<file path="config.mk">
export PLATFORM = sky130hd
export DESIGN_NAME = elf_note_build_id_extractor
export DESIGN_NICKNAME = d
export VERILOG_FILES = /design/src/hdl/elfbid_pkg.sv /design/src/hdl/elf_note_build_id_extractor.sv /design/src/hdl/elfbid_input_reg.sv /design/src/hdl/elfbid_parser.sv /design/src/hdl/elfbid_output_reg.sv
export SDC_FILE = /design/constraint.sdc
export NUM_CORES = 1
export LEC_CHECK = 0
export BUFFER_PORTS_ARGS = -buffer_cell sky130_fd_sc_hd__buf_2
export CORE_MARGIN = 4
export CORE_UTILIZATION = 53
export DETAILED_ROUTE_END_ITERATION = 8
export PLACE_DENSITY_LB_ADDON = 0.1
export SYNTH_ARGS = -nofsm -noshare
export SYNTH_HDL_FRONTEND = slang
export SYNTH_SLANG_ARGS = --single-unit
export TNS_END_PERCENT = 100
</file>
<file path="constraint.sdc">
create_clock -name clock -period 12.3 [get_ports clock]
set_clock_uncertainty 0.2 [all_clocks]
set_input_delay 2.46 -clock clock [delete_from_list [all_inputs] [get_ports clock]]
set_output_delay 2.46 -clock clock [all_outputs]
set_load 0.005 [all_outputs]
</file>
<file path="src/hdl/elfbid_pkg.sv">
// types, constants and helpers shared by the build-id note extractor
package elfbid_pkg;

   localparam int unsigned HDR_BYTES = 12;
   localparam logic [31:0] BUILD_ID_TYPE = 32'd3;
   localparam logic [7:0] GNU_CHARS [3] = '{8'h47, 8'h4e, 8'h55};

   typedef enum logic [2:0] {
      PH_HEADER,
      PH_NAME,
      PH_SKIP,
      PH_DESC,
      PH_DONE
   } phase_type;

   typedef enum logic [1:0] {
      ST_BYTE = 2'd0,
      ST_LAST = 2'd1,
      ST_NONE = 2'd2,
      ST_BAD  = 2'd3
   } status_type;

   typedef enum logic {
      CSR_SECTION_LENGTH = 1'b0,
      CSR_BIG_ENDIAN     = 1'b1
   } csr_index_type;

   typedef struct packed {
      logic [31:0] section_length;
      logic        big_endian;
   } cfg_type;

   typedef struct packed {
      logic       first_byte;
      logic [7:0] data_byte;
   } req_type;

   typedef struct packed {
      status_type status;
      logic [6:0] hex_low;
      logic [6:0] hex_high;
      logic [7:0] id_byte;
   } rsp_type;

   // lowercase ascii hex digit of one nibble
   function automatic logic [6:0] hex_digit(input logic [3:0] nib);
      logic [6:0] res;
      if (nib < 4'd10) begin
         res = 7'h30 + {3'b000, nib};
      end else begin
         res = 7'h57 + {3'b000, nib};
      end
      return res;
   endfunction

endpackage

</file>
<file path="src/hdl/elf_note_build_id_extractor.sv">
// top level of the elf note build-id extractor
//
// channel  direction  transaction carries
// req_*    in         tdata: data_byte; tuser: first_byte
// rsp_*    out        tdata: id_byte, hex_high, hex_low; tuser: status
// csr_*    in         register index and write data
//
// one byte per cycle while rsp is not stalled: input register, header/name/descriptor
// logic, result register. a result reaches rsp through both of those registers.
// synchronous reset; the parse starts at offset 0 afterwards.
// a stalled rsp holds the result while one more byte waits in the input
// register; only then does req_tready drop. csr writes are always taken.
module elf_note_build_id_extractor
   import elfbid_pkg::*;
(
   input  logic        clock,
   input  logic        reset,
   input  logic        req_tvalid,
   output logic        req_tready,
   input  logic [7:0]  req_tdata,   // [7:0] data_byte
   input  logic [0:0]  req_tuser,   // [0] first_byte
   output logic        rsp_tvalid,
   input  logic        rsp_tready,
   output logic [23:0] rsp_tdata,   // [7:0] id_byte, [14:8] hex_high, [21:15] hex_low
   output logic [1:0]  rsp_tuser,   // [1:0] status
   input  logic        csr_valid,
   output logic        csr_ready,
   input  logic [0:0]  csr_index,
   input  logic [31:0] csr_data
);

   logic [31:0] len_ff;
   logic        big_ff;
   cfg_type     cfg;
   req_type     req_item, held_item;
   logic        held_valid, advance, space;
   logic        res_valid;
   rsp_type     res, out_item;

   assign csr_ready          = 1'b1;
   assign cfg.section_length = len_ff;
   assign cfg.big_endian     = big_ff;

   always_ff @(posedge clock) begin
      if (reset) begin
         len_ff <= 32'd1;
         big_ff <= 1'b0;
      end else if (csr_valid) begin
         unique case (csr_index_type'(csr_index))
            CSR_SECTION_LENGTH: len_ff <= csr_data;
            CSR_BIG_ENDIAN:     big_ff <= csr_data[0];
            default:            len_ff <= len_ff;
         endcase
      end
   end

   assign req_item.data_byte  = req_tdata;
   assign req_item.first_byte = req_tuser[0];
   assign advance             = held_valid && space;

   elfbid_input_reg u_input (
      .clock      (clock),
      .reset      (reset),
      .in_valid   (req_tvalid),
      .in_ready   (req_tready),
      .in_item    (req_item),
      .advance    (advance),
      .held_valid (held_valid),
      .held_item  (held_item)
   );

   elfbid_parser u_parser (
      .clock     (clock),
      .reset     (reset),
      .cfg       (cfg),
      .advance   (advance),
      .item      (held_item),
      .res_valid (res_valid),
      .res       (res)
   );

   elfbid_output_reg u_output (
      .clock     (clock),
      .reset     (reset),
      .load      (res_valid),
      .load_item (res),
      .space     (space),
      .out_valid (rsp_tvalid),
      .out_ready (rsp_tready),
      .out_item  (out_item)
   );

   assign rsp_tdata = {2'b00, out_item.hex_low, out_item.hex_high, out_item.id_byte};
   assign rsp_tuser = out_item.status;

endmodule

</file>
<file path="src/hdl/elfbid_input_reg.sv">
// input register stage for the byte stream
module elfbid_input_reg
   import elfbid_pkg::*;
(
   input  logic    clock,
   input  logic    reset,
   input  logic    in_valid,
   output logic    in_ready,
   input  req_type in_item,
   input  logic    advance,
   output logic    held_valid,
   output req_type held_item
);

   logic    valid_ff, valid_in;
   req_type item_ff;
   logic    take;

   assign in_ready   = !valid_ff || advance;
   assign take       = in_valid && in_ready;
   assign valid_in   = take || (valid_ff && !advance);
   assign held_valid = valid_ff;
   assign held_item  = item_ff;

   always_ff @(posedge clock) begin
      if (reset) begin
         valid_ff <= 1'b0;
      end else begin
         valid_ff <= valid_in;
      end
   end

   always_ff @(posedge clock) begin
      if (take) begin
         item_ff <= in_item;
      end
   end

endmodule

</file>
<file path="src/hdl/elfbid_parser.sv">
// note walker: parse state and the per-byte update
module elfbid_parser
   import elfbid_pkg::*;
(
   input  logic    clock,
   input  logic    reset,
   input  cfg_type cfg,
   input  logic    advance,
   input  req_type item,
   output logic    res_valid,
   output rsp_type res
);

   phase_type   phase_ff, phase_in;
   logic [32:0] offset_ff, offset_in;
   logic [32:0] remain_ff, remain_in;
   logic [31:0] words_ff [3];
   logic [31:0] words_in [3];
   logic [3:0]  wshift_ff, wshift_in;
   logic        match_ff, match_in;
   logic [2:0]  nidx_ff, nidx_in;

   phase_type   phase_e;
   logic [32:0] offset_e, offset_inc, len33;
   logic [3:0]  wshift_e;
   logic [32:0] left_cur, left_inc;
   logic [31:0] namesz, descsz;
   logic [32:0] name_pad4, desc_pad4, remain_dec;
   logic [33:0] desc_end;
   logic [1:0]  widx;
   logic [31:0] word_cur, word_new;
   logic [1:0]  name_gap;
   logic        match_now, is_gnu;
   logic [7:0]  b;

   always_comb begin
      b          = item.data_byte;
      phase_e    = item.first_byte ? PH_HEADER : phase_ff;
      offset_e   = item.first_byte ? 33'd0 : offset_ff;
      wshift_e   = item.first_byte ? 4'd0 : wshift_ff;
      len33      = {1'b0, cfg.section_length};
      offset_inc = offset_e + 33'd1;
      left_cur   = (offset_e >= len33) ? 33'd0 : len33 - offset_e;
      left_inc   = (offset_inc >= len33) ? 33'd0 : len33 - offset_inc;
      namesz     = words_ff[0];
      descsz     = words_ff[1];
      name_pad4  = ({1'b0, namesz} + 33'd3) & ~33'd3;
      desc_pad4  = ({1'b0, descsz} + 33'd3) & ~33'd3;
      desc_end   = {1'b0, offset_inc} + {1'b0, desc_pad4};
      remain_dec = (remain_ff != 33'd0) ? remain_ff - 33'd1 : 33'd0;
      name_gap   = 2'd0 - namesz[1:0];
      widx       = wshift_e[3:2];

      unique case (widx)
         2'd0:    word_cur = words_ff[0];
         2'd1:    word_cur = words_ff[1];
         2'd2:    word_cur = words_ff[2];
         default: word_cur = 32'd0;
      endcase
      // the first byte of each word starts from zero
      if (wshift_e[1:0] == 2'd0) begin
         word_cur = 32'd0;
      end
      if (cfg.big_endian) begin
         word_new = {word_cur[23:0], b};
      end else begin
         unique case (wshift_e[1:0])
            2'd0:    word_new = word_cur | {24'd0, b};
            2'd1:    word_new = word_cur | {16'd0, b, 8'd0};
            2'd2:    word_new = word_cur | {8'd0, b, 16'd0};
            default: word_new = word_cur | {b, 24'd0};
         endcase
      end

      // name compare against "GNU" with an optional trailing zero
      match_now = match_ff;
      if (remain_ff > {31'd0, name_gap}) begin
         if (nidx_ff < 3'd3 && b != GNU_CHARS[nidx_ff[1:0]]) begin
            match_now = 1'b0;
         end else if (nidx_ff == 3'd3 && b != 8'd0) begin
            match_now = 1'b0;
         end
      end
      is_gnu = match_now && (namesz == 32'd3 || namesz == 32'd4) &&
               (words_ff[2] == BUILD_ID_TYPE);

      phase_in    = phase_e;
      offset_in   = offset_e;
      remain_in   = remain_ff;
      words_in    = words_ff;
      wshift_in   = wshift_e;
      match_in    = match_ff;
      nidx_in     = nidx_ff;
      res_valid   = 1'b0;
      res.status  = ST_NONE;
      res.id_byte = 8'd0;
      res.hex_high = 7'd0;
      res.hex_low  = 7'd0;

      unique case (phase_e)
         PH_HEADER: begin
            if (wshift_e == 4'd0 && offset_e >= len33) begin
               res_valid  = 1'b1;
               res.status = ST_NONE;
               phase_in   = PH_DONE;
            end else if (wshift_e == 4'd0 && left_cur < 33'(HDR_BYTES)) begin
               res_valid  = 1'b1;
               res.status = ST_BAD;
               phase_in   = PH_DONE;
            end else begin
               words_in[widx] = word_new;
               offset_in      = offset_inc;
               wshift_in      = wshift_e + 4'd1;
               if (wshift_e == 4'(HDR_BYTES - 1)) begin
                  wshift_in = 4'd0;
                  if ({1'b0, namesz} > left_inc) begin
                     res_valid  = 1'b1;
                     res.status = ST_BAD;
                     phase_in   = PH_DONE;
                  end else if (namesz == 32'd0) begin
                     if ({1'b0, descsz} > left_inc) begin
                        res_valid  = 1'b1;
                        res.status = ST_BAD;
                        phase_in   = PH_DONE;
                     end else if (desc_end >= {2'b00, cfg.section_length}) begin
                        res_valid  = 1'b1;
                        res.status = ST_NONE;
                        phase_in   = PH_DONE;
                     end else begin
                        remain_in = desc_pad4;
                        phase_in  = (desc_pad4 == 33'd0) ? PH_HEADER : PH_SKIP;
                     end
                  end else if (name_pad4 > left_inc) begin
                     res_valid  = 1'b1;
                     res.status = ST_BAD;
                     phase_in   = PH_DONE;
                  end else begin
                     remain_in = name_pad4;
                     match_in  = 1'b1;
                     nidx_in   = 3'd0;
                     phase_in  = PH_NAME;
                  end
               end
            end
         end
         PH_NAME: begin
            match_in  = match_now;
            nidx_in   = (nidx_ff == 3'd4) ? nidx_ff : nidx_ff + 3'd1;
            remain_in = remain_ff - 33'd1;
            offset_in = offset_inc;
            if (remain_ff == 33'd1) begin
               if (!is_gnu) begin
                  if ({1'b0, descsz} > left_inc) begin
                     res_valid  = 1'b1;
                     res.status = ST_BAD;
                     phase_in   = PH_DONE;
                  end else if (desc_end >= {2'b00, cfg.section_length}) begin
                     res_valid  = 1'b1;
                     res.status = ST_NONE;
                     phase_in   = PH_DONE;
                  end else begin
                     remain_in = desc_pad4;
                     phase_in  = (desc_pad4 == 33'd0) ? PH_HEADER : PH_SKIP;
                  end
               end else if (descsz == 32'd0 || {1'b0, descsz} > left_inc) begin
                  res_valid  = 1'b1;
                  res.status = ST_BAD;
                  phase_in   = PH_DONE;
               end else begin
                  remain_in = {1'b0, descsz};
                  phase_in  = PH_DESC;
               end
            end
         end
         PH_SKIP: begin
            offset_in = offset_inc;
            remain_in = remain_dec;
            if (remain_dec == 33'd0) begin
               phase_in = PH_HEADER;
            end
         end
         PH_DESC: begin
            offset_in    = offset_inc;
            remain_in    = remain_dec;
            res_valid    = 1'b1;
            res.status   = ST_BYTE;
            res.id_byte  = b;
            res.hex_high = hex_digit(b[7:4]);
            res.hex_low  = hex_digit(b[3:0]);
            if (remain_dec == 33'd0) begin
               res.status = ST_LAST;
               phase_in   = PH_DONE;
            end
         end
         default: begin
            phase_in = PH_DONE;
         end
      endcase

      res_valid = res_valid && advance;
   end

   always_ff @(posedge clock) begin
      if (reset) begin
         phase_ff  <= PH_HEADER;
         offset_ff <= 33'd0;
         remain_ff <= 33'd0;
         words_ff  <= '{32'd0, 32'd0, 32'd0};
         wshift_ff <= 4'd0;
         match_ff  <= 1'b1;
         nidx_ff   <= 3'd0;
      end else if (advance) begin
         phase_ff  <= phase_in;
         offset_ff <= offset_in;
         remain_ff <= remain_in;
         words_ff  <= words_in;
         wshift_ff <= wshift_in;
         match_ff  <= match_in;
         nidx_ff   <= nidx_in;
      end
   end

endmodule

</file>
<file path="src/hdl/elfbid_output_reg.sv">
// result register toward the response stream
module elfbid_output_reg
   import elfbid_pkg::*;
(
   input  logic    clock,
   input  logic    reset,
   input  logic    load,
   input  rsp_type load_item,
   output logic    space,
   output logic    out_valid,
   input  logic    out_ready,
   output rsp_type out_item
);

   logic    valid_ff, valid_in;
   rsp_type item_ff;

   assign space     = !valid_ff || out_ready;
   assign valid_in  = load || (valid_ff && !out_ready);
   assign out_valid = valid_ff;
   assign out_item  = item_ff;

   always_ff @(posedge clock) begin
      if (reset) begin
         valid_ff <= 1'b0;
      end else begin
         valid_ff <= valid_in;
      end
   end

   always_ff @(posedge clock) begin
      if (load) begin
         item_ff <= load_item;
      end
   end

endmodule
</file>
==> Yosys cells after proc, flatten, opt, wreduce, memory -nomap -nowiden <==
Cells that the tools add are included.
{ "word_totals": {"regBits": 241, "input_bits": 47, "output_inout_bits": 29} }
{ "op_classes": {"addsub": 14, "order_cmp": 14, "eq_ne": 25, "n_mux": 96, "bitwise": 9, "reduce_logical": 42} }
{ "op_table": {"columns": ["operator", "count"], "rows": [
  ["$mux 33", 19],
  ["$pmux 32 s3", 2],
  ["$pmux 33 s3", 1],
  ["$bwmux 96", 1],
  ["$mux 32", 3],
  ["$add 32x2->33 const B", 2],
  ["$ge 33x32->1", 2],
  ["$gt 32x33->1", 2],
  ["$logic_not 33->1", 2],
  ["$pmux 33 s2", 1],
  ["$sub 32x33->33", 2],
  ["$demux 32 s2", 1],
  ["$eq 32x2->1 const B", 2],
  ["$logic_not 32->1", 2],
  ["$mux 3", 21],
  ["$add 33x33->34", 1],
  ["$ge 34x32->1", 1],
  ["$add 33x1->33 const B", 1],
  ["$eq 33x1->1 const B", 1],
  ["$gt 33x2->1", 1],
  ["$gt 33x33->1", 1],
  ["$lt 33x4->1 const B", 1],
  ["$reduce_bool 33->1", 1],
  ["$sub 33x1->33 const B", 1],
  ["other kinds (53)", 128]
]} }

==> Depth between registers and ports, before layout <==
Gate-level depths: netlist of run 1.
{ "depth": {"ltp_word": 15, "ltp_mapped": 46} }

==> Cells and area by module <==
Synthesis of run 1 repeated with hierarchy kept, for this count alone.
{ "hier_totals": {"hier_cells": 3109, "hier_area_um2": 24119.4} }
{ "modules_own_cells": {"columns": ["module", "n_inst", "cells_per_inst", "area_per_inst_um2"], "rows": [
  ["elfbid_parser", 1, 2912, 21380.5],
  ["elf_note_build_id_extractor", 1, 155, 1646.6],
  ["elfbid_output_reg", 1, 28, 767.0],
  ["elfbid_input_reg", 1, 14, 325.3]
]} }

==> Worst setup path after synthesis of run 1 <==
Ideal clock, no wire load.
{ "synth_path": {"path_kind": "reg2reg", "startpoint": "register u_input.item_ff (netlist bit u_input.held_item[8])", "endpoint": "register u_output.item_ff (netlist bit u_output.out_item[0]), enable pin", "arrival_time_ns": 9.076, "setup_slack_ns": 2.611, "path_stages_with_launch": 43, "synth_period_minus_slack_ns": 9.689, "cell_sequence": "edfxtp_1 > buf_2 > inv_1 > clkbuf_1 > clkbuf_1 > buf_1 > buf_1 > nand2_1 > inv_1 > ha_1 > and4_1 > and4_1 > buf_2 > nand2_1 > nor3_1 > nand4_1 > or3_1 > a21oi_1 > (+7 left out) > a31oi_1 > nor2_1 > clkbuf_1 > o31a_1 > nor2_1 > ha_1 > nand4_1 > nor2_1 > and3_1 > nand4_1 > o221ai_1 > a221oi_1 > a211o_1 > o21ai_0 > a22oi_1 > a211oi_1 > nor3_1 > a21oi_1"} }
{ "synth_between": {"elab_chain_len": 13, "word_cells_on_any_way": 37, "cone_classes": "4 x add/sub; 7 x order compare; 3 x eq/ne; 17 x mux; 6 x reduce/logical"} }
{ "synth_rtl": {"columns": ["item", "line_no", "rtl"], "rows": [
  ["start, declared", "elfbid_input_reg.sv:16", "req_type item_ff;"],
  ["start signal, assigned", "elfbid_input_reg.sv:35", "item_ff <= in_item;"],
  ["$mux 33", "elfbid_parser.sv:39", "offset_e = item.first_byte ? 33'd0 : offset_ff;"],
  ["$add 33x1->33", "elfbid_parser.sv:42", "offset_inc = offset_e + 33'd1;"],
  ["$add 33x33->34 (tied with other cells)", "elfbid_parser.sv:49", "desc_end = {1'b0, offset_inc} + {1'b0, desc_pad4};"],
  ["$ge 34x32->1 / $mux 33 (equally long branches)", "elfbid_parser.sv:125, elfbid_parser.sv:157, elfbid_parser.sv:44", null],
  ["$mux 1 (tied with other cells)", "elfbid_parser.sv:125, elfbid_parser.sv:157", null],
  ["$mux 1 (on tied branches)", "elfbid_parser.sv:153, elfbid_parser.sv:133", null],
  ["$mux 1", "elfbid_parser.sv:120", "end else if (namesz == 32'd0) begin"],
  ["$mux 1", "elfbid_parser.sv:116", "if ({1'b0, namesz} > left_inc) begin"],
  ["$mux 1", "elfbid_parser.sv:114", "if (wshift_e == 4'(HDR_BYTES - 1)) begin"],
  ["$mux 1", "elfbid_parser.sv:106", "end else if (wshift_e == 4'd0 && left_cur < 33'(HDR_BYTES)) begin"],
  ["$mux 1", "elfbid_parser.sv:102", "if (wshift_e == 4'd0 && offset_e >= len33) begin"],
  ["$pmux 1 s3 (*)", "elfbid_parser.sv:100", "unique case (phase_e)"],
  ["$logic_and 1x1->1 (*)", "elfbid_parser.sv:200", "res_valid = res_valid && advance;"],
  ["via res_valid", "elf_note_build_id_extractor.sv:37", "logic res_valid;"],
  ["end signal, assigned", "elfbid_output_reg.sv:33", "item_ff <= load_item;"],
  ["end, declared", "elfbid_output_reg.sv:16", "rsp_type item_ff;"]
]} }
Mark *: on every way through the listed nets, which the timed path passes. The rest lies on a longest branch.
A chain may end at the register's enable or synchronous reset.

==> Worst setup path in the final report of run 1 <==
Same ends and word-level chain as after synthesis.

==> out/qor.csv, run 1 <==
stage,metric,value,unit
clock_tree,clockBufferDepth,3,
routing,viasPerCell,6.806,
global_route,grt_max_degree,122,
placed_design,place_area,24290,um2
sta,max_freq,0.09986,GHz
global_route,grt_overflow,0,
routing,ant_nets,0,
clock_tree,cts_setup_buffers,0,
sta,fin_tns_setup,0,ns
floorplanning,die_area,47890,um2
pwr,internal_power,1.670,mW
critical_path,cp_max_fo,24,
layout,layout-drive-gt1-share,7.727,%
routing,drt_iter0_markers,3857,
pwr,power.static_leakage,10.75,nW
pwr,pwr-share-clk,38.1,%
routing,top_layer_used,met5,
yosys,synth_area_leaders,"dfxtp_1 18%, ha_1 13%, a21oi_1 5.6%, xnor2_1 4.8%, nand2_1 4.6%",
placed_design,dp_hpwl,73560,um
layout,post-route-util,58.23,%
clock_tree,clkLatencyLatePin,0.63,ns
yosys,synth_seq_cells,241,
global_route,antenna_found_initial,3,
critical_path,worstSetupPathType,reg -> reg,
pwr,cellPowerDensity,101.7,nW/um2
routing,wl_per_cell,26.07,um
routing,drt_pass1_iterations,8,
routing,drc_errors,0,
yosys,synth_area,23560,um2
sta,slew_violations,0,
yosys,syn_avg_cell_area,7.590,um2
sta,rsz0062_at_grt,false,
floorplanning,io_pins,76,
layout,syn2layout_area_growth,7.632,%
floorplanning,die_w,218.8,um
sta,fin_crit_sh,81.41,%
clock_tree,cts.repair.resized,0,
clock_tree,clock-sinks,241,
clock_tree,cts.reportedPaths.clkPinSlew,0.06,ns
yosys,synth_edf_count,33,
sta,setup_viol,0,
yosys,syn_inst,3104,
routing,drt-met1-wl,40220,um
routing,wl_met2,38260,um
pwr,max-vdd-ir-drop,120.0,uV
global_route,grt_use_total,38.71,%
yosys,synth_top_area_share,17.67,%
global_route,grt_first_pass_wirelength,143000,um
sta,worst_slew_pin_slew,1.196,ns
pwr,power_frac_comb,29.0,%
yosys,synth_seq_area_share,21.88,%
floorplanning,die_h,218.8,um
pwr,power_frac_seq,33.0,%
outcome,outcome,finished clean,
routing,wl_met3,11810,um
placed_design,portBuffers,72,
floorplanning,core,43550,um2
critical_path,cp.buffers_inverters,8,
critical_path,crit_path_frequent_cell,buf_4,
pwr,p_switching,0.9083,mW
min_path,hp-class,reg -> reg,
layout,final_cell_mix,"286 x nand2_1, 261 x a21oi_1, 248 x nor2_1, 238 x ha_1, 208 x dfxtp_1",
global_route,grt_pass1_vias,23098,
critical_path,max_stage_delay,0.47,ns
critical_path,start_kind,register,
sta,slew_headroom,20.26,%
critical_path,crit_required,12.36,ns
routing,wl,95920,um
placed_design,gp_congestion,1.063,
yosys,synthArstFlopShare,0,%
yosys,yosys_warnings,0,
yosys,synthDistinctLibCells,96,
layout,nNetsFinal,3358,
critical_path,slowest_stage,and4_1,
floorplanning,start_util,54.10,%
clock_tree,cts_buffers,29,
layout,stdcell_area,25360,um2
floorplanning,rows,76,
routing,vias,25038,
layout,layout.cells.most_common,nand2_1,
pwr,swShare,35.23,%
critical_path,critPathCaptureType,register,
yosys,synth_top_area_cell,dfxtp_1,
critical_path,arrival,10.07,ns
run,cap_violations,0,
clock_tree,cts_tree,done,
yosys,synth_flop_cell,dfxtp_1,
critical_path,r2r_slack,2.29,ns
clock_tree,hold_buffers,0,
critical_path,crit_family,simple AND/OR/NAND/NOR gates,
sta,layout_min_cycle_time,10.01,ns
sta,hold_viol_final,0,
clock_tree,clock-root-buffer,clkbuf_16,
clock_tree,htree_levels,1,
[worst paths after layout]
| path | start | endpoint | depth (start not counted) |
|---|---|---|---|
| setup / recovery | u_input.held_item[8] | u_output.out_item[0] | 38 |
| hold / removal | u_parser.match_ff | u_parser.match_ff | 2 |
| setup reg to reg | u_input.held_item[8] | u_output.out_item[0] | 38 |
| hold reg to reg | u_parser.match_ff | u_parser.match_ff | 2 |
[tightest hold or removal path, delay by kind of cell, from the launching register on]
| kind | cells | cell delay [ns] |
|---|---|---|
| mux | 1 | 0.07 |
| flops | 1 | 0.33 |
| simple gates | 1 | 0.06 |
[registers in the layout, indices dropped and copies added, names as in the netlist]
| name | cells |
|---|---|
| u_parser.nidx_ff | 3 |
| u_input.held_valid | 1 |
| u_output.out_item | 24 |
| u_parser.words_ff | 32 |
| len_ff | 32 |
| u_parser.phase_ff | 3 |
| u_parser.offset_ff | 33 |
| u_parser.wshift_ff | 4 |
| u_output.out_valid | 1 |
| u_input.held_item | 9 |
| u_parser.remain_ff | 33 |
| u_parser.match_ff | 1 |
| big_ff | 1 |
| u_parser.descsz | 32 |
| u_parser.namesz | 32 |
[through the flow]
| stage | setup slack (ns) | hold slack [ns] | total power [mW] | cells |
|---|---|---|---|---|
| after floorplan | 2.611 | 0.2410 | 1.363 | 3105 |
| after detailed placement | 2.571 | 0.2719 | 1.587 | 3625 |
| final | 2.286 | 0.2898 | 2.578 | 3679 |
| after CTS | 2.568 | 0.2902 | 2.556 | 3678 |
| after global placement | 2.876 | 0.2557 | 1.580 | 3625 |
| after global routing | 1.567 | 0.3208 | 2.681 | 3678 |
[cells in the mapped netlist, drive strengths merged (13+ instances only)]
cell type	number
a211o	14
a211oi	36
a21o	108
a21oi	263
a221oi	35
a22o	26
a22oi	56
a31oi	17
and2	13
and3	33
and4	13
buf	44
clkbuf	147
dfxtp	208
edfxtp	33
ha	238
inv	172
mux2i	37
nand2	286
nand2b	30
nand3	77
nand3b	77
nand4	77
nor2	249
nor2b	32
nor3	78
nor4	43
o211ai	16
o21a	15
o21ai	181
o21bai	18
o22ai	19
o31a	17
o31ai	52
or2	14
or3	19
xnor2	129
xor2	53
[metal layers]
| layer | vias up | track usage [%] |
|---|---|---|
| li1 | 11343 | - |
| met2 | 1594 | 55.18 |
| met1 | 11752 | 54.35 |
| met4 | 6 | 18.07 |
| met3 | 343 | 10.08 |
| met5 | - | 0.7292 |
[cells by family after synthesis]
kind of cell             after synthesis  share of synthesized area [%]
AND/OR/NAND/NOR                     1077                          23.03
AO/OA/AOI/OAI                        955                          27.36
buffers and inverters                364                          6.171
flip-flops                           241                          21.88
adder cells (fa/ha/maj)              240                          12.81
XOR/XNOR                             184                          6.957
multiplexers                          41                          1.763
other                                  2                        0.03188
[area by class of cell]
type                    count  area [um2]
clock buffers              38       810.8
repair buffers            126       772.0
well taps                 585       732.0
diodes                      1       2.502
multi-input cells        2500       16990
inverters                 173       649.4
clock inverters            15       251.5
flip-flops and latches    241        5155
fillers                  4117       18190
[power by group through the flow]
stage	Clock, mW	Sequential [mW]	Combinational (mW)
after floorplan	0	0.849	0.514
after global placement	0	0.866	0.714
after detailed placement	0	0.866	0.720
after CTS	0.982	0.849	0.725
after global routing	1.02	0.851	0.814
final	0.981	0.850	0.747
No activity file was read; power rests on OpenSTA's default activity.
==> run 2, diff against run 1 <==
==> constraint.sdc (replaced) <==
create_clock -name clock -period 10.5 [get_ports clock]
set_clock_uncertainty 0.2 [all_clocks]
set_input_delay 2.1 -clock clock [delete_from_list [all_inputs] [get_ports clock]]
set_output_delay 2.1 -clock clock [all_outputs]
set_load 0.005 [all_outputs]
==> run 2 against run 1 <==
Compared with the run above: via count down 0.22%; register-to-register slack worse by 1.4 ns; total power up 15%; maximum frequency up 4.0%; global-route usage down 0.22 points; critical endpoint unchanged; largest cell class unchanged.
==> out/qor.csv, run 2 (synthesized netlist as in run 1, its figures left out) <==
stage,metric,value,unit,change
sta,layout_min_cycle_time,9.628,ns,-0.3862 ns
layout,multiInputGateArea,17000,um2,+0.11%
pwr,power.static_leakage,10.75,nW,about the same
routing,drt_pass1_iterations,7,,-1
sta,setup_viol,0,,unchanged
floorplanning,rows,76,,unchanged
sta,worst_slew_pin_slew,1.179,ns,-0.01667 ns
layout,syn2layout_area_growth,7.626,%,about the same
routing,wl_per_cell,26.07,um,about the same
floorplanning,die_w,218.8,um,unchanged
clock_tree,clock-root-buffer,clkbuf_16,,
routing,vias,24983,,-0.22%
sta,slew_headroom,20.81,%,+0.55 points
clock_tree,clock-sinks,241,,unchanged
critical_path,arrival,9.69,ns,-0.38 ns
clock_tree,hold_buffers,0,,unchanged
sta,rsz0062_at_grt,false,,
layout,post-route-util,58.22,%,about the same
layout,seq_area,5155,um2,unchanged
layout,n_fill_cell,4144,,+0.66%
layout,largestRegisters,"u_parser.offset_ff: 33 flops, u_parser.remain_ff: 33 flops",,
pwr,swShare,35.63,%,+0.41 points
clock_tree,clkLatencyLatePin,0.60,ns,-0.03 ns
pwr,pwr-share-clk,36.8,%,-1.3 points
sta,hold_viol_final,0,,unchanged
clock_tree,cts_tree,done,,
min_path,hp-class,reg -> reg,,
pwr,p_switching,1.059,mW,+17%
critical_path,crit_path_frequent_cell,a21oi_1,,
layout,layout.cells.most_common,nand2_1,,
critical_path,cp_max_fo,24,,unchanged
critical_path,start_kind,register,,
sta,slew_violations,0,,unchanged
floorplanning,io_pins,76,,unchanged
placed_design,gp_congestion,1.081,,+1.7%
layout,nNetsFinal,3361,,+0.089%
critical_path,crit_required,10.56,ns,-1.80 ns
floorplanning,die_h,218.8,um,unchanged
placed_design,dp_hpwl,73570,um,about the same
outcome,outcome,finished clean,,
global_route,grt_first_pass_wirelength,142600,um,-0.28%
global_route,grt_max_degree,124,,+1.6%
global_route,grt_use_total,38.48,%,-0.22 points
pwr,max-vdd-ir-drop,137.1,uV,+14%
routing,wl,96040,um,+0.12%
run,cap_violations,0,,unchanged
placed_design,post-place-cells,3627,,+0.055%
sta,fin_tns_setup,0,ns,unchanged
layout,final_cell_mix,"286 x nand2_1, 261 x a21oi_1, 248 x nor2_1, 238 x ha_1, 208 x dfxtp_1",,
routing,drt_iter0_markers,3099,,-20%
global_route,grt_overflow,0,,unchanged
clock_tree,htree_levels,1,,unchanged
pwr,power_frac_seq,33.5,%,+0.5 points
floorplanning,die_area,47890,um2,unchanged
pwr,power_frac_comb,29.7,%,+0.7 points
sta,max_freq,0.1039,GHz,+4.0%
routing,viasPerCell,6.781,,-0.36%
pwr,cellPowerDensity,117.2,nW/um2,+15%
floorplanning,start_util,54.10,%,unchanged
global_route,grt_pass1_vias,22947,,-0.65%
sta,fin_crit_sh,91.69,%,+10 points
routing,ant_nets,0,,unchanged
routing,drc_errors,0,,unchanged
pwr,internal_power,1.913,mW,+15%
global_route,antenna_found_initial,3,,unchanged
placed_design,portBuffers,72,,unchanged
floorplanning,core,43550,um2,unchanged
critical_path,max_stage_delay,0.51,ns,+0.04 ns
clock_tree,cts_buffers,29,,unchanged
critical_path,worstSetupPathType,reg -> reg,,
clock_tree,clockBufferDepth,3,,unchanged
critical_path,slowest_stage,a211oi_1,,
layout,stdcell_count,3684,,+0.14%
clock_tree,cts.reportedPaths.clkPinSlew,0.06,ns,about the same
layout,layout-drive-gt1-share,7.782,%,+0.055 points
critical_path,critPathCaptureType,register,,
-- run 2: cell count changes in the layout (fill, tap and decap cells not counted), moves of 2 or more --
cell        before  now
clkinv_2         3    7
bufinv_16        6    4
clkbuf_8         3    1
clkinvlp_4       2    0
-- run 2: path summary, 6_finish.rpt --
check	from	end	slack, ns	depth (start not counted)
setup reg to reg	u_input.held_item[8]	u_output.out_item[0]	0.87	36
hold / removal	u_parser.match_ff	u_parser.match_ff	0.29	2
hold reg to reg	u_parser.match_ff	u_parser.match_ff	0.29	2
setup / recovery	u_input.held_item[8]	u_output.out_item[0]	0.87	36
-- run 2: cell type report --
cell class                 instances  area share (%)
clock buffer                      38           3.202
clock inverter                    16          0.7895
tap                              585           2.887
multi-input combinational       2501           67.06
sequential                       241           20.33
inverter                         173           2.561
timing repair buffer             128           3.153
antenna                            2         0.01974
-- run 2: power groups by stage --
| stage | Combinational, mW | Sequential [mW] | Clock [mW] |
|---|---|---|---|
| 2_1_floorplan | 0.602 | 0.994 | 0 |
| 3_3_place_gp | 0.835 | 1.01 | 0 |
| 3_5_place_dp | 0.848 | 1.02 | 0 |
| 4_1_cts | 0.855 | 0.995 | 1.10 |
| 5_1_grt | 0.960 | 0.998 | 1.13 |
| 6_report | 0.883 | 0.997 | 1.09 |
-- run 2: per-stage QoR --
step           worst slack (ns)  hold slack, ns  cell area, um2  power, mW
5_1_grt                  0.2790          0.3230           25350      3.092
2_1_floorplan            0.8111          0.2410           23560      1.596
3_5_place_dp             0.8867          0.2738           24330      1.863
6_report                 0.8723          0.2916           25360      2.972
4_1_cts                  0.8281          0.2876           25340      2.947
3_3_place_gp              1.163          0.2566           24330      1.850
-- run 2: timing repair --
| action | 4_1_cts | 5_1_grt |
|---|---|---|
| setup endpoints to repair | 0 | 17 |
| buffers inserted | 0 | 0 |
| resized for setup | 0 | 1 |
-- run 2: critical path: cells and delay by family (launching register included) --
kind	cells	cell delay, ns
xor+xnor	1	0.30
compound gates	17	3.79
fa+ha+maj	2	0.68
buf+inv	4	0.97
flops	1	0.50
simple gates	12	2.82
-- run 2: routing by layer --
metal	routed length [um]	track usage, %	up-vias
li1	-	-	11347
met1	40140	54.19	11831
met2	38930	55.67	1506
met3	11610	9.305	297
met4	5346	17.19	2
met5	13	0	-
